`config.mk`:
```
export PLATFORM = sky130hd
export DESIGN_NAME = sapr_front
export DESIGN_NICKNAME = d
export VERILOG_FILES = /design/src/sapr_pkg.sv /design/src/sapr_front.sv
export SDC_FILE = /design/constraint.sdc
export NUM_CORES = 1
export LEC_CHECK = 0
export BUFFER_PORTS_ARGS = -buffer_cell sky130_fd_sc_hd__buf_2
export CORE_MARGIN = 4
export CORE_UTILIZATION = 49
export CTS_BUF_LIST = sky130_fd_sc_hd__clkbuf_8
export DETAILED_ROUTE_END_ITERATION = 16
export GPL_ROUTABILITY_DRIVEN = 0
export MAX_ROUTING_LAYER = met4
export PLACE_DENSITY = 0.83
export SLEW_MARGIN = 0
export SYNTH_ARGS = -nofsm -noshare
export SYNTH_HDL_FRONTEND = slang
export SYNTH_SLANG_ARGS = --single-unit
```
`constraint.sdc`:
```
create_clock -name clk -period 4.85 [get_ports clk]
set_clock_uncertainty 0.15 [all_clocks]
set_input_delay 0.97 -clock clk [delete_from_list [all_inputs] [get_ports clk]]
set_output_delay 0.97 -clock clk [all_outputs]
set_load 0.01 [all_outputs]
```
`src/sapr_pkg.sv`:
```
// ---------------------------------------------------------------------------
// sapr_pkg
// shared types and constants of the streaming-aware pc-reuse replacement core
// ---------------------------------------------------------------------------
package sapr_pkg;

    localparam int NUM_SETS_DEF         = 2048;
    localparam int NUM_WAYS_DEF         = 16;
    localparam int PC_TABLE_ENTRIES_DEF = 4096;
    localparam int QUEUE_DEPTH_DEF      = 2;

    localparam int SET_IN_W   = 11;
    localparam int WAY_IN_W   = 4;
    localparam int PC_W       = 64;
    localparam int COUNT_W    = 32;
    localparam int REUSE_W    = 3;
    localparam int CFG_IDX_W  = 2;
    localparam int CFG_DATA_W = 16;

    localparam logic [REUSE_W-1:0] REUSE_MAX = 3'd7;
    localparam logic [COUNT_W-1:0] COUNT_MAX = 32'hFFFF_FFFF;

    localparam logic [CFG_IDX_W-1:0] CFG_ACCESS_WINDOW = 2'd0;
    localparam logic [CFG_IDX_W-1:0] CFG_THRESH_NUM    = 2'd1;
    localparam logic [CFG_IDX_W-1:0] CFG_THRESH_DEN    = 2'd2;

    localparam logic ACT_VICTIM = 1'b0;
    localparam logic ACT_UPDATE = 1'b1;

    // one classified request as it travels from front to back
    typedef struct packed {
        logic                action;
        logic [SET_IN_W-1:0] set_index;
        logic [WAY_IN_W-1:0] way_index;
        logic [PC_W-1:0]     pc;
        logic                hit;
    } req_t;

endpackage

```
`src/sapr_front.sv`:
```
// ---------------------------------------------------------------------------
// sapr_front
// accepts command beats and queues them for the back end
// ---------------------------------------------------------------------------
module sapr_front #(
    parameter int QUEUE_DEPTH = sapr_pkg::QUEUE_DEPTH_DEF
) (
    input  logic                              clk,
    input  logic                              rst_n,
    input  logic                              start,
    output logic                              busy,
    input  sapr_pkg::req_t                    req_in,
    output logic                              req_valid,
    output sapr_pkg::req_t                    req_out,
    input  logic                              req_pop
);
    localparam int PTR_W = (QUEUE_DEPTH > 1) ? $clog2(QUEUE_DEPTH) : 1;

    sapr_pkg::req_t    queue_reg [QUEUE_DEPTH];
    logic [PTR_W-1:0]  wr_ptr_reg, rd_ptr_reg;
    logic [PTR_W:0]    count_reg;
    logic              push;

    assign busy      = (count_reg == (PTR_W+1)'(QUEUE_DEPTH));
    assign push      = start && !busy;
    assign req_valid = (count_reg != '0);
    assign req_out   = queue_reg[rd_ptr_reg];

    always_ff @(posedge clk)
    begin
        if (push)
        begin
            queue_reg[wr_ptr_reg] <= req_in;
        end
    end

    always_ff @(posedge clk or negedge rst_n)
    begin
        if (!rst_n)
        begin
            wr_ptr_reg <= '0;
            rd_ptr_reg <= '0;
            count_reg  <= '0;
        end
        else
        begin
            if (push)
            begin
                wr_ptr_reg <= (wr_ptr_reg == PTR_W'(QUEUE_DEPTH-1)) ? '0 : wr_ptr_reg + 1'b1;
            end
            if (req_pop)
            begin
                rd_ptr_reg <= (rd_ptr_reg == PTR_W'(QUEUE_DEPTH-1)) ? '0 : rd_ptr_reg + 1'b1;
            end
            count_reg <= count_reg + (PTR_W+1)'(push) - (PTR_W+1)'(req_pop);
        end
    end
endmodule

```
==> impl_metrics.csv, run 1 <==
group,metric,value,unit
run_status,status,"completed",
sta,final-hold-violation-count,0,
sta,min_period,3.46,ns
global_routing,antenna_found_initial,0,
critical_path,critPathMaxFanout,42,
floorplan,die_w,123,um
global_routing,grt_max_degree,82,
clock_network,clk_pin_slew,0.08,ns
critical_path,start_kind,"register",
drt,drtAntennaViolNets,0,
logic_synthesis,ys_ff_latch,166,
placed_design,io_buffers,167,
pwr,swShare,27.9,%
pwr,vdd_drop_max,0.337,mV
clock_network,clkLatencyLatePin,0.43,ns
logic_synthesis,syn_nets,356,
floorplan,num_rows,41,
logic_synthesis,ys.flop_type,"edfxtp_1",
floorplan,die_area,15000,sq um
logic_synthesis,ys_top_cells_by_area,"edfxtp_1 76%, mux2_4 18%, buf_12 2.5%, dfrtp_1 1.6%, xnor2_1 0.41%",
floorplan,initial_core_util,50.6,%
sta,relSlewSlack,24.2,%
cells_and_area,largest_reg_flops,162,
drt,route.met2.wl,5570,um
flow_run,cap_violations,0,
critical_path,crit_chain,"buf_12, mux2_2, buf_2",
critical_path,r2r-end,"queue_reg[0][40]",
drt,dr.pass1.iters,4,
logic_synthesis,synth_cell_types,15,
critical_path,cp-end-kind,"primary output",
placed_design,dp_hpwl,7220,um
cells_and_area,drive_above_1_share,61.4,%
drt,met3WireLength,695,um
clock_network,clock_path_buffers,2,
logic_synthesis,synth_edf_count,162,
sta,worst-slew-pin-transition,1.13,ns
logic_synthesis,netlist_top_cells_count,"162 x edfxtp_1, 79 x mux2_4, 8 x buf_12, 4 x dfrtp_1, 3 x xnor2_1",
global_routing,grt_pass1_vias,3267,
critical_path,ff2ff_setup_slack,2.45,ns
global_routing,grtUsageTotal,15.1,%
drt,drc_errors,0,
cells_and_area,nets,535,
pwr,internal-power,3.38,mW
clock_network,post_cts_resized,0,
pwr,p_leak,3.18,nW
sta,rsz0062_at_grt,"false",
clock_network,htreeDepth,4,
drt,drtIter0Drc,168,
sta,drv_slew,0,
critical_path,reg2reg_depth,4,
pwr,seqPwrFrac,45.6,%
placed_design,place_ws,1.84,ns
critical_path,arrival,2.34,ns
critical_path,critical_path_class,"register to primary output",
drt,wl_met1,4430,um
logic_synthesis,synth_most_common_cell,"edfxtp_1",
floorplan,ios,168,
cells_and_area,fin_cells,633,
clock_network,cts_made_buffers,17,
logic_synthesis,synth_cells,269,
logic_synthesis,yosysTopAreaCell,"edfxtp_1",
sta,tns,0,ns
logic_synthesis,synthArstFlopShare,2.41,%
clock_network,cts_root_buf,"clkbuf_8",
pwr,clockPowerShare,23.2,%
logic_synthesis,avgSynthCellArea,23.9,sq um
sta,fin_crit_sh,71.3,%
clock_network,hold_buffers,0,
pwr,cellPowerDensity,600,nW/um^2
logic_synthesis,yosysTopAreaCellShare,75.6,%
global_routing,grt_overflow_total,0,
logic_synthesis,ys_warn_count,0,
cells_and_area,final_core_util,61.5,%
critical_path,required,3.73,ns
logic_synthesis,yosysSeqAreaShare,77.1,%
drt,wl_per_cell,17.1,um
sta,fmax,289,MHz
clock_network,cts_sinks,166,
global_routing,grt_pass1_wl,16200,um
logic_synthesis,syn_area,6440,sq um
critical_path,critPathSlowestCell,"dfrtp_4",
floorplan,coreArea,12700,sq um
sta,fin_ws,1.39,ns
drt,viasPerCell,4.83,
drt,via_count,3058,
critical_path,timing.rr.start,"count_reg[1]",
clock_network,postCtsSetupBuffers,0,
placed_design,numPlacedInstances,601,
cells_and_area,antennaDiodeCount,0,
clock_network,cts_tree,"done",
critical_path,max_stage_delay,0.93,ns
pwr,combPwrFrac,31.1,%
cells_and_area,area_delta_synth_final,21.6,%
pwr,p_switching,1.31,mW
sta,setup_violations,0,
floorplan,die_h,123,um
worst_hold_path,hold_class,"primary input to async pin",
drt,routed.top_layer,"met4",
drt,wirelength,10900,um
-- worst max-delay path by stage --
stage	slack, ns	cells past startpoint	from	to
after floorplan	1.10	2	start	queue_reg[0][0]
after global placement	1.86	3	rd_ptr_reg	req_out[69]
after CTS	1.35	3	rd_ptr_reg	req_out[69]
final	1.39	3	rd_ptr_reg	req_out[69]
after detailed placement	1.84	3	rd_ptr_reg	req_out[69]
after global routing	1.25	3	rd_ptr_reg	req_out[69]
-- cells in the final DEF (no fill, tap or decap) --
cell,instances
and3_4,1
buf_12,2
buf_2,167
bufinv_16,5
clkbuf_8,19
clkinv_2,4
clkinv_4,1
dfrtp_1,3
dfrtp_4,1
edfxtp_1,162
ha_1,2
inv_1,5
mux2_2,2
mux2_4,79
nand2_1,1
nand2b_1,1
nor2_4,1
or2_2,1
xnor2_1,3
xor2_1,1
-- power groups by stage --
stage          Combinational (mW)  Clock (mW)  Sequential [mW]
2_1_floorplan                1.21           0             2.07
3_3_place_gp                 1.47           0             2.16
3_5_place_dp                 1.49           0             2.18
4_1_cts                      1.49        1.12             2.15
5_1_grt                      1.57        1.19             2.18
6_report                     1.46        1.09             2.14
-- final cells by class --
class / instances / area (sq um)
clock buffers: 19 / 262
clock inverters: 13 / 190
fillers: 959 / 4900
inverters: 2 / 7.51
multi-input cells: 92 / 1310
flip-flops and latches: 166 / 4970
well taps: 172 / 215
repair buffers: 169 / 876
-- stage by stage --
step	cell area [sq um]	power (mW)	hold slack, ns
floorplan	6440	3.28	0.310
global placement	7370	3.63	0.330
detailed placement	7370	3.67	0.343
CTS	7830	4.76	0.139
global route	7830	4.94	0.134
finish	7830	4.69	0.177
-- worst max-delay path: cells and delay by family, from the launching register on --
kind	cells	cell delay, ns
flip-flops	1	0.93
buffers and inverters	2	0.53
multiplexers	1	0.38
-- routing by layer --
layer | GRT usage [%] | vias to the layer above
li1 | - | 1423
met1 | 17.7 | 1503
met2 | 24.6 | 118
met3 | 4.38 | 14
met4 | 6.09 | 0
met5 | - | -
-- cells by family after synthesis --
kind of cell | count (synthesis) | synth area share [%]
flops | 166 | 77.1
mux | 81 | 18.8
buf+inv | 11 | 2.78
simple gates | 5 | 0.408
xor+xnor | 4 | 0.544
fa+ha+maj | 2 | 0.389
(Power assumes the default switching activity.)
==> inputs of run 2 (changes only) <==
Settings changed: ABC_AREA set to 1, CORE_UTILIZATION 49 to 54, PLACE_DENSITY 0.83 to 0.87.
Clock period 4.85 ns to 3.4 ns, I/O delays scaled along.
==> run 2 against run 1 <==
Sequential power grew 40%; critical endpoint is now req_out[5]; largest power group unchanged; synthesized area shrank 2.1%; critical path type unchanged; design area shrank 2.8%; largest cell class unchanged.
==> impl_metrics.csv, run 2 <==
group,metric,value,unit
placed_design,io_buffers,167,
global_routing,grtUsageTotal,17.8,%
sta,fmax,353,MHz
logic_synthesis,synth_most_common_cell,"edfxtp_1",
clock_network,clkLatencyLatePin,0.43,ns
logic_synthesis,ys_ff_latch,166,
drt,dr.pass1.iters,4,
sta,min_period,2.83,ns
logic_synthesis,yosysTopAreaCell,"edfxtp_1",
cells_and_area,nets,713,
logic_synthesis,syn_area,6300,sq um
clock_network,htreeDepth,4,
logic_synthesis,yosysSeqAreaShare,78.8,%
drt,drtIter0Drc,204,
clock_network,cts_tree,"done",
run_status,status,"completed",
clock_network,clk_pin_slew,0.09,ns
critical_path,cp-end-kind,"primary output",
global_routing,grt_overflow_total,0,
global_routing,grt_pass1_wl,17500,um
logic_synthesis,netlist_top_cells_count,"162 x edfxtp_1, 91 x nand2_1, 89 x inv_1, 62 x o21ai_0, 19 x o21ai_1",
sta,final-hold-violation-count,0,
clock_network,post_cts_resized,0,
pwr,cellPowerDensity,826,nW/um^2
logic_synthesis,avgSynthCellArea,14.0,sq um
cells_and_area,antennaDiodeCount,0,
sta,worst-slew-pin-transition,0.607,ns
drt,wirelength,11500,um
cells_and_area,area_delta_synth_final,20.7,%
floorplan,initial_core_util,55.2,%
logic_synthesis,synth_cell_types,15,
sta,fin_ws,0.570,ns
clock_network,clock_path_buffers,2,
sta,drv_slew,0,
clock_network,cts_root_buf,"clkbuf_8",
flow_run,cap_violations,0,
logic_synthesis,syn_nets,538,
global_routing,antenna_found_initial,0,
critical_path,critPathMaxFanout,59,
cells_and_area,final_common_cell,"buf_2",
floorplan,die_area,13500,sq um
clock_network,cts_made_buffers,17,
sta,relSlewSlack,59.6,%
drt,drtAntennaViolNets,0,
floorplan,ios,168,
logic_synthesis,synth_edf_count,162,
clock_network,postCtsSetupBuffers,0,
cells_and_area,layout_common_cells,"167 x buf_2, 162 x edfxtp_1, 91 x nand2_1, 88 x inv_1, 62 x o21ai_0",
logic_synthesis,synth_cells,451,
worst_hold_path,hold_class,"primary input to register",
floorplan,coreArea,11400,sq um
logic_synthesis,yosysTopAreaCellShare,77.2,%
sta,tns,0,ns
clock_network,hold_buffers,1,
cells_and_area,n_fill_cell,835,
pwr,p_leak,3.29,nW
logic_synthesis,ys_top_cells_by_area,"edfxtp_1 77%, nand2_1 5.4%, inv_1 5.3%, o21ai_0 4.9%, buf_12 2.5%",
global_routing,grt_max_degree,71,
critical_path,start_kind,"register",
critical_path,required,2.57,ns
sta,rsz0062_at_grt,"false",
drt,drc_errors,0,
placed_design,place_ws,1.02,ns
global_routing,grt_pass1_vias,3739,
floorplan,die_w,116,um
sta,setup_violations,0,
cells_and_area,drive_above_1_share,32.6,%
critical_path,arrival,2.00,ns
cells_and_area,largest_reg_flops,162,
placed_design,dp_hpwl,7990,um
floorplan,num_rows,39,
logic_synthesis,ys_warn_count,0,
pwr,vdd_drop_max,0.588,mV
floorplan,die_h,116,um
sta,fin_crit_sh,83.2,%
drt,via_count,3792,
sta,hold_ws,0.274,ns
clock_network,cts_sinks,166,
logic_synthesis,synthArstFlopShare,2.41,%
drt,wl_per_cell,14.7,um
critical_path,critical_path_class,"register to primary output",
logic_synthesis,ys.flop_type,"edfxtp_1",
drt,viasPerCell,4.85,
==> run 2: kinds of logic after synthesis <==
logic type / count (synthesis) / share of synthesized area [%]
AO/OA/AOI/OAI: 81 / 6.43
XOR/XNOR: 1 / 0.139
adder cells (fa/ha/maj): 2 / 0.397
buffers and inverters: 107 / 8.62
flip-flops: 166 / 78.8
AND/OR/NAND/NOR: 94 / 5.64
==> run 2: stage by stage <==
stage	std cells	total power, mW	instance area [sq um]	util (%)
detailed placement	749	4.90	7180	62.9
floorplan	451	4.27	6310	-
CTS	782	6.36	7610	66.6
global placement	749	4.81	7180	62.9
global route	782	6.70	7610	66.6
finish	782	6.28	7610	66.6
==> run 2: cell type report <==
type                            instances  area [sq um]  area share (%)
Multi-Input combinational cell        178           802            10.5
Tap cell                              143           179            2.35
Clock buffer                           17           234            3.07
Clock inverter                         15           188            2.47
Timing Repair Buffer                  174           903            11.9
Inverter                               89           335            4.41
Sequential cell                       166          4970            65.3
==> run 2: routing by layer <==
| layer | track usage, % | wire length (um) | up-vias |
|---|---|---|---|
| met2 | 28.2 | 5910 | 139 |
| li1 | - | - | 1863 |
| met1 | 21.3 | 4520 | 1772 |
| met5 | - | 0 | - |
| met4 | 6.73 | 183 | 0 |
| met3 | 5.74 | 847 | 18 |
==> run 2: where the power goes <==
part | leakage [nW] | switching [mW] | internal [mW]
Sequential | 1.55 | 0.198 | 2.79
Clock | 0.205 | 0.727 | 0.742
Combinational | 1.53 | 1.18 | 0.645
Total | 3.29 | 2.11 | 4.18
==> run 2: path summary, 6_finish.rpt <==
| path | slack (ns) | cells past startpoint | start | end |
|---|---|---|---|---|
| worst max-delay path | 0.57 | 4 | rd_ptr_reg | req_out[5] |
| worst min-delay path | 0.27 | 1 | req_in[3] | queue_reg[0][3] |
| worst max register to register | 1.42 | 4 | count_reg[1] | queue_reg[0][39] |
| worst min register to register | 0.35 | 2 | wr_ptr_reg | wr_ptr_reg |
| max in group asynchronous | 2.51 | 2 | rst_n | rd_ptr_reg |
| min in group asynchronous | 0.45 | 2 | rst_n | wr_ptr_reg |
==> run 2: critical path: stages, from the launching register on <==
cell	delay (ns)
dfrtp_4	0.77
buf_4	0.40
nand2_1	0.10
o21ai_0	0.10
buf_2	0.17
==> inputs of run 3 (changes only) <==
Settings changed: CORE_UTILIZATION 54 to 49, PLACE_DENSITY 0.87 to 0.83.
Clock period 3.4 ns to 2.48 ns, I/O delays scaled along.
==> run 3 against run 2 <==
Register-to-register slack got worse by 0.67 ns; power rose by 34%; critical path depth fell by 1; largest power group unchanged.
==> impl_metrics.csv, run 3 (synthesis results as in run 2) <==
group,metric,value,unit
clock_network,htreeDepth,4,
placed_design,io_buffers,167,
global_routing,grt_pass1_vias,3731,
pwr,p_switching,2.82,mW
cells_and_area,largest_reg_flops,162,
floorplan,ios,168,
clock_network,postCtsSetupBuffers,0,
sta,drv_slew,0,
clock_network,cts_tree,"done",
pwr,internal-power,5.63,mW
placed_design,dp_hpwl,7490,um
drt,drtIter0Drc,212,
critical_path,critical_path_class,"register to primary output",
clock_network,clk_pin_slew,0.09,ns
global_routing,grt_pass1_wl,17600,um
global_routing,grt_max_degree,82,
sta,fmax,417,MHz
pwr,seqPwrFrac,47.4,%
pwr,swShare,33.4,%
sta,relSlewSlack,69.6,%
global_routing,grt.met2_usage,27.0,%
global_routing,antenna_found_initial,0,
sta,min_period,2.40,ns
floorplan,num_rows,41,
clock_network,cts_root_buf,"clkbuf_8",
floorplan,initial_core_util,49.9,%
drt,wirelength,11200,um
pwr,combPwrFrac,31.4,%
global_routing,grt_overflow_total,0,
sta,tns,0,ns
critical_path,max_stage_delay,0.56,ns
floorplan,coreArea,12600,sq um
pwr,vdd_drop_max,0.550,mV
pwr,cellPowerDensity,1110,nW/um^2
critical_path,required,1.83,ns
cells_and_area,antennaDiodeCount,0,
flow_run,cap_violations,0,
global_routing,top_usage_layer,"met2",
critical_path,cp-end-kind,"primary output",
critical_path,critPathMaxFanout,81,
floorplan,die_w,121,um
worst_hold_path,hold_class,"primary input to register",
cells_and_area,area_delta_synth_final,20.9,%
drt,drc_errors,0,
critical_path,crit_family,"flip-flops",
critical_path,crit_buf_inv,2,
drt,viasPerCell,4.63,
run_status,status,"completed",
global_routing,met1_usage,17.6,%
critical_path,start_kind,"register",
global_routing,grt_use_met3,5.27,%
floorplan,die_area,14700,sq um
drt,drtAntennaViolNets,0,
critical_path,critPathSlowestCell,"dfrtp_4",
sta,setup_violations,0,
drt,dr.pass1.iters,4,
cells_and_area,nets,711,
pwr,p_leak,3.25,nW
sta,rsz0062_at_grt,"false",
cells_and_area,layout_common_cells,"167 x buf_2, 162 x edfxtp_1, 91 x nand2_1, 89 x inv_1, 61 x o21ai_0",
critical_path,arrival,1.75,ns
floorplan,die_h,121,um
drt,wl_per_cell,13.8,um
cells_and_area,final_core_util,60.4,%
cells_and_area,final_common_cell,"buf_2",
clock_network,cts_sinks,166,
clock_network,cts_made_buffers,17,
clock_network,clkLatencyLatePin,0.44,ns
pwr,clockPowerShare,21.2,%
sta,fin_crit_sh,96.7,%
cells_and_area,drive_above_1_share,31.8,%
sta,final-hold-violation-count,0,
clock_network,clock_path_buffers,2,
drt,via_count,3740,
cells_and_area,n_fill_cell,977,
critical_path,crit_chain,"buf_12, o21ai_0, buf_2",
global_routing,grtUsageTotal,16.1,%
sta,worst-slew-pin-transition,0.456,ns
run 3: cell count changes in the layout (fill, tap and decap cells not counted), sizes merged:
cell and change:
clkinv +2, clkinvlp +4, inv -6, bufinv -1, buf -2
run 3: path summary, 6_finish.rpt:
path,from,to,slack [ns],cells past startpoint
setup / recovery,rd_ptr_reg,req_out[20],0.08,3
hold / removal,req_in[17],queue_reg[1][17],0.09,1
setup reg to reg,count_reg[0],queue_reg[1][70],0.75,5
hold reg to reg,wr_ptr_reg,wr_ptr_reg,0.33,2
max in group asynchronous,rst_n,rd_ptr_reg,1.76,2
min in group asynchronous,rst_n,wr_ptr_reg,0.26,2
run 3: cell type report:
type | instances | area (sq um) | share of cell area (%)
tap | 172 | 215 | 2.82
multi-input combinational | 178 | 802 | 10.5
clock inverter | 14 | 139 | 1.82
inverter | 89 | 338 | 4.43
clock buffer | 17 | 234 | 3.07
timing repair buffer | 172 | 926 | 12.1
sequential | 166 | 4970 | 65.2
run 3: power groups by stage:
stage	combinational, mW	clock [mW]	sequential, mW
2_1_floorplan	1.84	0	4.01
3_3_place_gp	2.64	0	4.03
3_5_place_dp	2.71	0	4.07
4_1_cts	2.71	1.84	4.00
5_1_grt	2.97	1.98	4.05
6_report	2.65	1.79	4.00
run 3: stage by stage:
stage                     setup WS (ns)  cells  hold slack [ns]  area, sq um  total power [mW]
after floorplan                   0.107    451           0.0504         6310              5.85
after CTS                        0.0594    808           0.0494         7620              8.55
after global placement            0.597    776            0.179         7240              6.67
after global routing            0.00831    808           0.0446         7620              9.00
after detailed placement          0.564    776            0.173         7240              6.77
final                            0.0826    808           0.0880         7620              8.44
run 3: repair_timing:
action                                 CTS  global route
gates resized for setup                  0             1
endpoints found under the hold margin    4             0
hold buffers                             1             0
setup endpoints to repair                0             1
run 3: routing by layer:
layer | share of wire, % | wire length, um | up-vias
met5 | 0 | 0 | -
met4 | 1.9 | 214 | 0
met3 | 7.3 | 811 | 17
met2 | 52 | 5820 | 133
met1 | 39 | 4340 | 1735
li1 | - | - | 1855
run 3: worst register-to-register path: cells and delay by family (launching register included):
family	cells	cell delay (ns)
buffers and inverters	2	0.44
flip-flops	1	0.36
AND/OR/NAND/NOR	3	0.38
